==> config.mk <==
export PLATFORM = sky130hd
export DESIGN_NAME = rws_mod_unit
export DESIGN_NICKNAME = d
export VERILOG_FILES = /design/src/rws_pkg.sv /design/src/rws_mod_unit.sv
export SDC_FILE = /design/constraint.sdc
export NUM_CORES = 1
export LEC_CHECK = 0
export BUFFER_PORTS_ARGS = -buffer_cell sky130_fd_sc_hd__buf_2
export CORE_MARGIN = 3
export CORE_UTILIZATION = 61
export DETAILED_ROUTE_END_ITERATION = 6
export GPL_ROUTABILITY_DRIVEN = 0
export GPL_TIMING_DRIVEN = 0
export PLACE_DENSITY_LB_ADDON = 0.25
export SYNTH_ARGS = -nofsm -noshare
export SYNTH_HDL_FRONTEND = slang
export SYNTH_SLANG_ARGS = --single-unit
==> constraint.sdc <==
create_clock -name aclk -period 4.95 [get_ports aclk]
set_input_delay 0 -clock aclk [delete_from_list [all_inputs] [get_ports aclk]]
set_output_delay 0 -clock aclk [all_outputs]
set_load 0.01 [all_outputs]
==> src/rws_pkg.sv <==
// Shared constants for the roulette wheel selector.
// Field widths, command and status codes and the register map.
// No dependencies.
package rws_pkg;

    localparam int SHARE_W         = 16;
    localparam int INDEX_W         = 10;
    localparam int COUNT_W         = 11;
    localparam int RANDOM_W        = 32;
    localparam int DEF_MAX_ENTRIES = 1024;

    localparam logic [COUNT_W-1:0] COUNT_RESET = 11'd1024;

    // Register map: one register, selected by paddr[2].
    localparam int                 PADDR_W         = 3;
    localparam logic               REG_ENTRY_COUNT = 1'b0;

    localparam logic CMD_WRITE = 1'b0;
    localparam logic CMD_DRAW  = 1'b1;

    localparam logic STATUS_OK         = 1'b0;
    localparam logic STATUS_ZERO_TOTAL = 1'b1;

endpackage

==> src/rws_mod_unit.sv <==
// Restoring remainder unit: reduces the random word modulo the total share,
// one dividend bit per cycle. Depends on rws_pkg.
module rws_mod_unit
    import rws_pkg::*;
#(
    parameter int TOTAL_W = 27
) (
    input  logic                aclk,
    input  logic                aresetn,
    input  logic                start,
    input  logic [RANDOM_W-1:0] dividend,
    input  logic [TOTAL_W-1:0]  divisor,
    output logic                done,
    output logic [TOTAL_W-1:0]  remainder
);

    localparam int CNT_W = $clog2(RANDOM_W);
    localparam logic [CNT_W-1:0] LAST_STEP = CNT_W'(RANDOM_W - 1);

    logic                busy_reg, busy_next;
    logic                done_reg, done_next;
    logic [CNT_W-1:0]    cnt_reg, cnt_next;
    logic [RANDOM_W-1:0] dvd_reg, dvd_next;
    logic [TOTAL_W-1:0]  dsr_reg, dsr_next;
    logic [TOTAL_W-1:0]  rem_reg, rem_next;
    logic [TOTAL_W:0]    trial;
    logic [TOTAL_W:0]    diff;

    always_comb begin
        trial     = {rem_reg, dvd_reg[RANDOM_W-1]};
        diff      = trial - {1'b0, dsr_reg};
        busy_next = busy_reg;
        done_next = 1'b0;
        cnt_next  = cnt_reg;
        dvd_next  = dvd_reg;
        dsr_next  = dsr_reg;
        rem_next  = rem_reg;
        if (start) begin
            busy_next = 1'b1;
            cnt_next  = '0;
            dvd_next  = dividend;
            dsr_next  = divisor;
            rem_next  = '0;
        end else if (busy_reg) begin
            // The partial remainder stays below the divisor, so it fits back.
            if (trial >= {1'b0, dsr_reg}) begin
                rem_next = diff[TOTAL_W-1:0];
            end else begin
                rem_next = trial[TOTAL_W-1:0];
            end
            dvd_next = {dvd_reg[RANDOM_W-2:0], 1'b0};
            cnt_next = cnt_reg + 1'b1;
            if (cnt_reg == LAST_STEP) begin
                busy_next = 1'b0;
                done_next = 1'b1;
            end
        end
    end

    always_ff @(posedge aclk) begin
        if (!aresetn) begin
            busy_reg <= 1'b0;
            done_reg <= 1'b0;
            cnt_reg  <= '0;
        end else begin
            busy_reg <= busy_next;
            done_reg <= done_next;
            cnt_reg  <= cnt_next;
        end
        dvd_reg <= dvd_next;
        dsr_reg <= dsr_next;
        rem_reg <= rem_next;
    end

    assign done      = done_reg;
    assign remainder = rem_reg;

endmodule

# Yosys cells after proc, flatten, opt, wreduce, memory -nomap -nowiden
# Index checks and enable logic that the tools add are counted.
# word_totals
register_bits,93
latchBits,0
ramBits,0
mem_bits_ro,0
in_bits,62
out_inout_bits,28
wordCells,22
mem_count,0
# classes
add_sub_neg,2
mul,0
div_mod_pow,0
order_cmp,1
eq_ne,1
n_shift,0
n_mux,7
bitwise_logic,2
n_reduce_logical,3
# op_table
cell,count
$mux W32,2
$ge A28 B27 Y1,1
$mux W27,1
$sub A27 B27 Y27,1
$add A5 B1 Y5 const B,1
$eq A5 B5 Y1 const B,1
$mux W1,4
$reduce_or A3 Y1,1
$not A1 Y1,2
$reduce_bool A2 Y1,1
$reduce_or A2 Y1,1

# Depth between registers and ports, before layout
# Gate-level depths: netlist of the first run.
# logic_depth
depth_word,4
mapped_depth,13
ltp_nobuf,12

# Worst setup path after synthesis of the first run
# OpenSTA, ideal clock, no wires.
# synth_path
path_type,register to register
startpoint,register dvd_reg[31]
endpoint,register rem_reg[7] (netlist: remainder[7])
setup_time_ns,0.088
arrival_ns,2.551
t_required_ns,4.862
setup_slack_ns,2.311
stages_incl_launch_ff,13
path_buffers,1
synth_period_minus_slack_ns,2.639
path_cell_list,edfxtp_1 -> inv_1 -> ha_1 -> fa_1 -> nand2b_1 -> a21oi_1 -> o211ai_1 -> o211ai_1 -> a211oi_2 -> nor2_4 -> buf_2 -> nand2_1 -> a311oi_2
# synth_via
elab_chain_len,2
word_cells_on_any_way,3
cone_classes,add/sub (1); order compare (1); mux (1)
# synth_lines
item,line_no,source
"start, declared",rws_mod_unit.sv:23,"logic [RANDOM_W-1:0] dvd_reg, dvd_next;"
"start signal, assigned",rws_mod_unit.sv:70,dvd_reg <= dvd_next;
$sub A27 B27 Y27 / $ge A28 B27 Y1 (equally long branches),"rws_mod_unit.sv:31, rws_mod_unit.sv:46",
$mux W27 (*),rws_mod_unit.sv:46,"if (trial >= {1'b0, dsr_reg}) begin"
"end signal, assigned",rws_mod_unit.sv:72,rem_reg <= rem_next;
"end, declared",rws_mod_unit.sv:25,"logic [TOTAL_W-1:0] rem_reg, rem_next;"
# Every way passes the cells marked *; elsewhere a longest branch is shown, timed or not.
# A chain may end at the register's enable or synchronous reset.

# Worst setup path in the final report of the first run
# layout_path
startpoint,register dvd_reg[31]
endpoint,register rem_reg[22] (netlist: remainder[22])
# Same word-level chain as after synthesis.

==> metrics.cfg, run 1 <==
[synthesis]
syn_nets=595
synth_cell_types=53
synth_area_leaders=edfxtp_1 (34%), dfxtp_1 (13%), ha_1 (7.0%)
netlist.area_leader.share_pct=34.0
synth_top_cell_by_area=edfxtp_1
synth_edf_count=59
ys_seq_elements=93
avgSynthCellArea_um2=10.4
yosys_warnings=0
async_flop_share_pct=0
synth-main-ff-cell=edfxtp_1
netlist_instances=503
netlist_area_um2=5210
seq_area_frac_synth_pct=47.1

[power_and_ir_drop]
leakagePower_uw=0.00284
power_uw=1980
powerDensity_nw_per_um2=301
ir_drop_mv=0.217

[die]
ios=90
start_util_pct=63.1
die_area_um2=9690
core_area_um2=8260
die_x_um=98.4
die_y_um=98.4
rows=33

[worst_setup_path]
cp_data_required_time_ns=5.23
r2r_start=dvd_reg[31]
cp_max_fo=10
r2r_slack_ns=1.65
cp.arrival_ns=3.57
cp_slowest_cell=edfxtp_1
critPathCaptureType=register
path_cells=inv_1, ha_1, fa_1, nand2b_1, a21oi_1, o211ai_1, o211ai_1, a211oi_2, nor2_4, buf_2, o31ai_1, a311oi_1
path_common_cell=o211ai_1
timing.rr.end=remainder[22]
crit_path_max_incr_delay_ns=0.40
crit_type=register to register
start_kind=register
r2r_cells=12

[grt]
grt.busiest_layer=met2
grt_pass1_vias=4390
grt_use_met1_pct=33.1
overflow=0
grt_start_max_net_pins=33
met3_usage_pct=5.59
grt_pass1_wl_um=20800
grt.met2_usage_pct=46.0
grt_use_total_pct=26.5
grt_antenna_before_repair=0

[final_layout]
multi_input_area_um2=2530
largest_reg_flops=32
utilization_pct=79.7
syn_to_final_growth_pct=26.4
layout-drive-gt1-share_pct=23.7
seq_area_um2=2450
layout.nets=755
antennaDiodeCount=0
final_cell_mix=buf_2 (91), nand2_1 (62), dlygate4sd3_1 (60), edfxtp_1 (59), nor2_1 (45)
final_common_cell=buf_2
nFillCells=549

[sta]
rsz0062_at_grt=no
slew_viol_final=0
tightest_slew_ns=0.790
fin_crit_ns=3.30
hold_viol=0
setup_viol=0
max_freq_mhz=303
relSlewSlack_pct=47.3
fin_skew_ns=0.0206
fin_crit_sh_pct=66.6
tns_ns=0

[clock_network]
clock-sinks=93
tritoncts=built
cts_inserted_buffers=9
insertion_delay_ns=0.38
ctsResizeCount=0
postCtsHoldBufs=60
root_buffer=clkbuf_8
cts_setup_buffers=0
clkSlewWorstSetupHoldPaths_ns=0.11
clock_path_buffers=2
cts_htree_levels=3

[routing]
drt-initial-drc-count=238
vias=4379
route.detailed.drc=0
post_drt_wl_per_cell_um=16.3
viasPerCell=5.66
routed_wl_um=12600
ant_nets=0
first_pass_iters=5

[placement]
portBuffers=89
dp_hpwl_um=8110

[worst_hold_path]
min_from=start
min_to=dsr_reg[4]
worst_hold_path.num_cells=1
hold_path.class=input port to register

[status]
status=complete, no violations

[job]
maxCapViolCount=0

-- cell usage after synthesis, types with 2 or more instances --
library cell,number
nand2_1,62
edfxtp_1,59
nor2_1,45
dfxtp_1,34
inv_1,32
mux2_2,31
ha_1,29
a21oi_1,24
clkbuf_1,19
xnor2_1,13
o21ai_0,12
a21o_1,11
xor2_1,11
a311oi_1,10
a311oi_2,10
nand2b_1,8
a211oi_1,7
nor2b_1,7
o211ai_1,7
o21a_1,7
mux2i_1,6
nand3_1,6
a31oi_1,4
nand4_1,4
nor3_1,4
and3_1,3
o21bai_1,3
or2_2,3
a211o_1,2
and2_1,2
and4_1,2
buf_2,2
nor4_1,2
o31a_1,2
o31ai_1,2
-- metal layers --
layer  share of wire (%)  wire [µm]  vias up
met5                   0          0        -
met4                 1.8        230        0
met3                 6.9        875       23
met2                  49       6200      166
met1                  42       5300     2058
li1                    -          -     2132
-- metrics by stage --
step	hold WS (ns)	area [µm²]	cells	setup WS (ns)
after global placement	0.176	5790	697	1.79
after detailed placement	0.178	5790	697	1.70
final	0.227	6590	773	1.65
after global routing	0.240	6590	773	1.37
after CTS	0.224	6590	773	1.67
after floorplan	0.0989	5210	503	2.31
-- kinds of logic after synthesis --
logic type / share of synthesized area (%)
simple gates: 13.3
compound gates: 16.0
flops: 47.1
buf+inv: 4.39
mux: 7.85
fa+ha+maj: 7.35
xor+xnor: 4.03
-- worst max path at each step --
| stage | start | endpoint | slack, ns |
|---|---|---|---|
| 2_1_floorplan | dvd_reg[31] | remainder[7] | 2.31 |
| 3_3_place_gp | dsr_reg[0] | remainder[22] | 1.79 |
| 3_5_place_dp | dvd_reg[31] | remainder[22] | 1.70 |
| 4_1_cts | dvd_reg[31] | remainder[22] | 1.67 |
| 5_1_grt | dvd_reg[31] | remainder[22] | 1.37 |
| 6_report | dvd_reg[31] | remainder[22] | 1.65 |
-- power breakdown --
part	internal, µW	switching (µW)	total (µW)
logic	234	283	518
clock network	238	293	530
registers	899	36.0	935
-- critical path, delay by kind of cell, from the launching register on --
| kind | cells | cell delay, ns |
|---|---|---|
| simple gates | 2 | 0.53 |
| fa+ha+maj | 2 | 0.60 |
| compound gates | 6 | 1.29 |
| flops | 1 | 0.40 |
| buf+inv | 2 | 0.38 |
-- final cells by class --
type / count / share of cell area [%]
well taps: 105 / 2.00
flip-flops and latches: 93 / 37.2
inverters: 33 / 1.88
multi-input cells: 353 / 38.4
clock inverters: 6 / 1.05
repair buffers: 149 / 15.9
clock buffers: 10 / 1.94
plain buffers: 24 / 1.60
Note: power is estimated with default switching activity, not from simulation.
==> inputs of run 2 (changes only) <==
- ABC_AREA: default -> 1
- CORE_UTILIZATION: 61 -> 58
- clock period: 4.95 -> 3.35 ns (I/O delays scaled with it)
==> metrics.cfg, run 2 <==
[status]
status=complete, no violations  ; unchanged

[grt]
met3_usage_pct=5.28  ; was 5.59%
grt_pass1_wl_um=26000  ; was 20,800 µm
grt_antenna_before_repair=0  ; unchanged
grt.busiest_layer=met2  ; unchanged
overflow=0  ; unchanged
grt_use_total_pct=28.3  ; was 26.5%
grt.met2_usage_pct=48.0  ; was 46.0%
grt_use_met1_pct=36.6  ; was 33.1%
grt_pass1_vias=5576  ; was 4,390
grt_start_max_net_pins=29  ; was 33

[synthesis]
avgSynthCellArea_um2=6.94  ; was 10.4 µm²
netlist_area_um2=6020  ; was 5210 µm²
yosys_warnings=0  ; unchanged
synth-simple-area-share_pct=35.8  ; was 13.3%
seq_area_frac_synth_pct=40.7  ; was 47.1%
synth_most_common_cell=nand2_1  ; unchanged
synth_top_family_by_area=simple AND/OR/NAND/NOR gates  ; was compound AO/OA/AOI/OAI gates
synth_area_leaders=edfxtp_1 (29%), nand2_1 (22%), dfxtp_1 (11%)  ; was edfxtp_1 (34%), dfxtp_1 (13%), ha_1 (7.0%)
netlist_instances=868  ; was 503
synth_compound_area_share_pct=2.87  ; was 16.0%
synth_edf_count=59  ; unchanged
synth_top_cell_by_area=edfxtp_1  ; unchanged
syn_nets=960  ; was 595
netlist.area_leader.share_pct=29.4  ; was 34.0%
synth_cell_types=36  ; was 53
yosys.area_share.xor_xnor_pct=1.45  ; was 4.03%
synth_fa_ha_area_share_pct=6.36  ; was 7.35%
async_flop_share_pct=0  ; unchanged
ys_seq_elements=93  ; unchanged
synth-main-ff-cell=edfxtp_1  ; unchanged
yosys-mux-area-fraction_pct=0  ; was 7.85%
netlist_top_cells_count=nand2_1 (360), inv_1 (172), nand3_1 (73), edfxtp_1 (59), nor2_1 (38)  ; was nand2_1 (62), edfxtp_1 (59), nor2_1 (45), dfxtp_1 (34), inv_1 (32)

[worst_setup_path]
start_kind=register  ; unchanged
cp_max_fo=10  ; unchanged
r2r_slack_ns=0.88  ; was 1.65 ns
cp-endpoint=remainder[17]  ; was remainder[22]
critPathCaptureType=register  ; unchanged
timing.rr.end=remainder[17]  ; was remainder[22]
r2r_cells=13  ; was 12
r2r_start=dsr_reg[0]  ; was dvd_reg[31]
cp_data_required_time_ns=3.61  ; was 5.23 ns
crit_type=register to register  ; unchanged
cp.arrival_ns=2.72  ; was 3.57 ns
critPathLaunch=dsr_reg[0]  ; was dvd_reg[31]

[die]
die_y_um=108  ; was 98.4 µm
die_area_um2=11600  ; was 9690 µm²
die_x_um=108  ; was 98.4 µm
rows=36  ; was 33
ios=90  ; unchanged
core_area_um2=9950  ; was 8260 µm²
start_util_pct=60.5  ; was 63.1%

[clock_network]
cts_setup_buffers=0  ; unchanged
tritoncts=built  ; unchanged
cts_htree_levels=3  ; unchanged
clkSlewWorstSetupHoldPaths_ns=0.09  ; was 0.11 ns
cts_inserted_buffers=9  ; unchanged
insertion_delay_ns=0.36  ; was 0.38 ns
ctsResizeCount=0  ; unchanged
clock_path_buffers=2  ; unchanged
postCtsHoldBufs=60  ; unchanged
clock-sinks=93  ; unchanged
root_buffer=clkbuf_8  ; unchanged

[placement]
placed_cells=1091  ; was 697
portBuffers=89  ; unchanged
dp_hpwl_um=10700  ; was 8110 µm
placed_area_um2=6660  ; was 5790 µm²

[routing]
route.detailed.drc=0  ; unchanged
drt-initial-drc-count=393  ; was 238
ant_nets=0  ; unchanged
post_drt_wl_per_cell_um=13.3  ; was 16.3 µm
first_pass_iters=5  ; unchanged
routed_wl_um=15500  ; was 12,600 µm
viasPerCell=4.94  ; was 5.66
vias=5761  ; was 4,379

[final_layout]
antennaDiodeCount=0  ; unchanged
final_cell_mix=nand2_1 (360), inv_1 (172), buf_2 (93), nand3_1 (73), dlygate4sd3_1 (60)  ; was buf_2 (91), nand2_1 (62), dlygate4sd3_1 (60), edfxtp_1 (59), nor2_1 (45)
layout-drive-gt1-share_pct=12.8  ; was 23.7%
stdcell_count=1167  ; was 773
final_common_cell=nand2_1  ; was buf_2
layout.nets=1121  ; was 755
seq_area_um2=2450  ; unchanged
fin_area_um2=7450  ; was 6590 µm²
syn_to_final_growth_pct=23.7  ; was 26.4%
nFillCells=790  ; was 549
largest_reg_flops=32  ; unchanged
multi_input_area_um2=2800  ; was 2530 µm²

[sta]
relSlewSlack_pct=39.2  ; was 47.3%
tightest_slew_ns=0.908  ; was 0.790 ns
fin_skew_ns=0.00828  ; was 0.0206 ns
slew_viol_final=0  ; unchanged
fin_crit_sh_pct=73.7  ; was 66.6%
max_freq_mhz=405  ; was 303 MHz
setup_viol=0  ; unchanged
fin_crit_ns=2.47  ; was 3.30 ns
rsz0062_at_grt=no  ; unchanged
hold_viol=0  ; unchanged

[power_and_ir_drop]
power_uw=2420  ; was 1980 µW
ir_drop_mv=0.227  ; was 0.217 mV
leakagePower_uw=0.00402  ; was 0.00284 µW
powerDensity_nw_per_um2=325  ; was 301 nW/µm²

[job]
maxCapViolCount=0  ; unchanged

[worst_hold_path]
hold_path.class=input port to register  ; unchanged
worst_hold_path.num_cells=1  ; unchanged
min_from=start  ; unchanged

## run 2: report_power, final
| part | internal, µW | total, µW | switching, µW |
|---|---|---|---|
| Clock | 348 | 735 | 387 |
| Combinational | 156 | 364 | 208 |
| Sequential | 1300 | 1320 | 23.2 |
## run 2: final cells by class
| type | count | share of cell area, % |
|---|---|---|
| inverter | 177 | 8.92 |
| clock buffer | 13 | 1.86 |
| tap | 133 | 2.23 |
| buffer | 18 | 1.44 |
| sequential | 93 | 32.9 |
| multi-input combinational | 580 | 37.6 |
| timing repair buffer | 150 | 14.4 |
| clock inverter | 3 | 0.622 |
## run 2: worst max-delay path, stage by stage, from the launching register on
cell and delay, ns:
edfxtp_1 0.39, ha_1 0.22, fa_1 0.42, inv_1 0.11
nand3_1 0.09, nand2_2 0.13, nand3_1 0.10, nand3_2 0.14
nand3_4 0.20, nand2_8 0.16, buf_6 0.16, nand3_1 0.07
nand2_1 0.11, nand2_1 0.06
## run 2: kinds of logic (layout without fill, tap and decap cells)
| group | Yosys count | after routing |
|---|---|---|
| XOR/XNOR | 10 | 10 |
| flip-flops | 93 | 93 |
| buffers and inverters | 195 | 361 |
| adder cells (fa/ha/maj) | 30 | 30 |
| AO/OA/AOI/OAI | 30 | 30 |
| AND/OR/NAND/NOR | 510 | 510 |
## run 2: metal layers
layer	routed length [µm]	share of wire [%]
met5	0	0
met4	323	2.1
met3	1160	7.5
met2	7460	48
met1	6570	42
## run 2: stage by stage
| stage | hold WS, ns | setup WS, ns | utilization, % | setup TNS (ns) |
|---|---|---|---|---|
| 6_report | 0.237 | 0.880 | 74.8 | 0 |
| 5_1_grt | 0.250 | 0.717 | 74.8 | 0 |
| 4_1_cts | 0.216 | 0.896 | 74.8 | 0 |
| 3_5_place_dp | 0.178 | 0.849 | 66.9 | 0 |
| 3_3_place_gp | 0.176 | -0.201 | 66.6 | -7.00 |
| 2_1_floorplan | 0.0989 | 1.24 | - | 0 |
## run 2: worst min-delay path by stage
stage,to,slack [ns]
floorplan,dsr_reg[0],0.1
global placement,dsr_reg[2],0.18
detailed placement,dsr_reg[10],0.18
CTS,dsr_reg[22],0.22
global route,dsr_reg[3],0.25
finish,dsr_reg[23],0.24
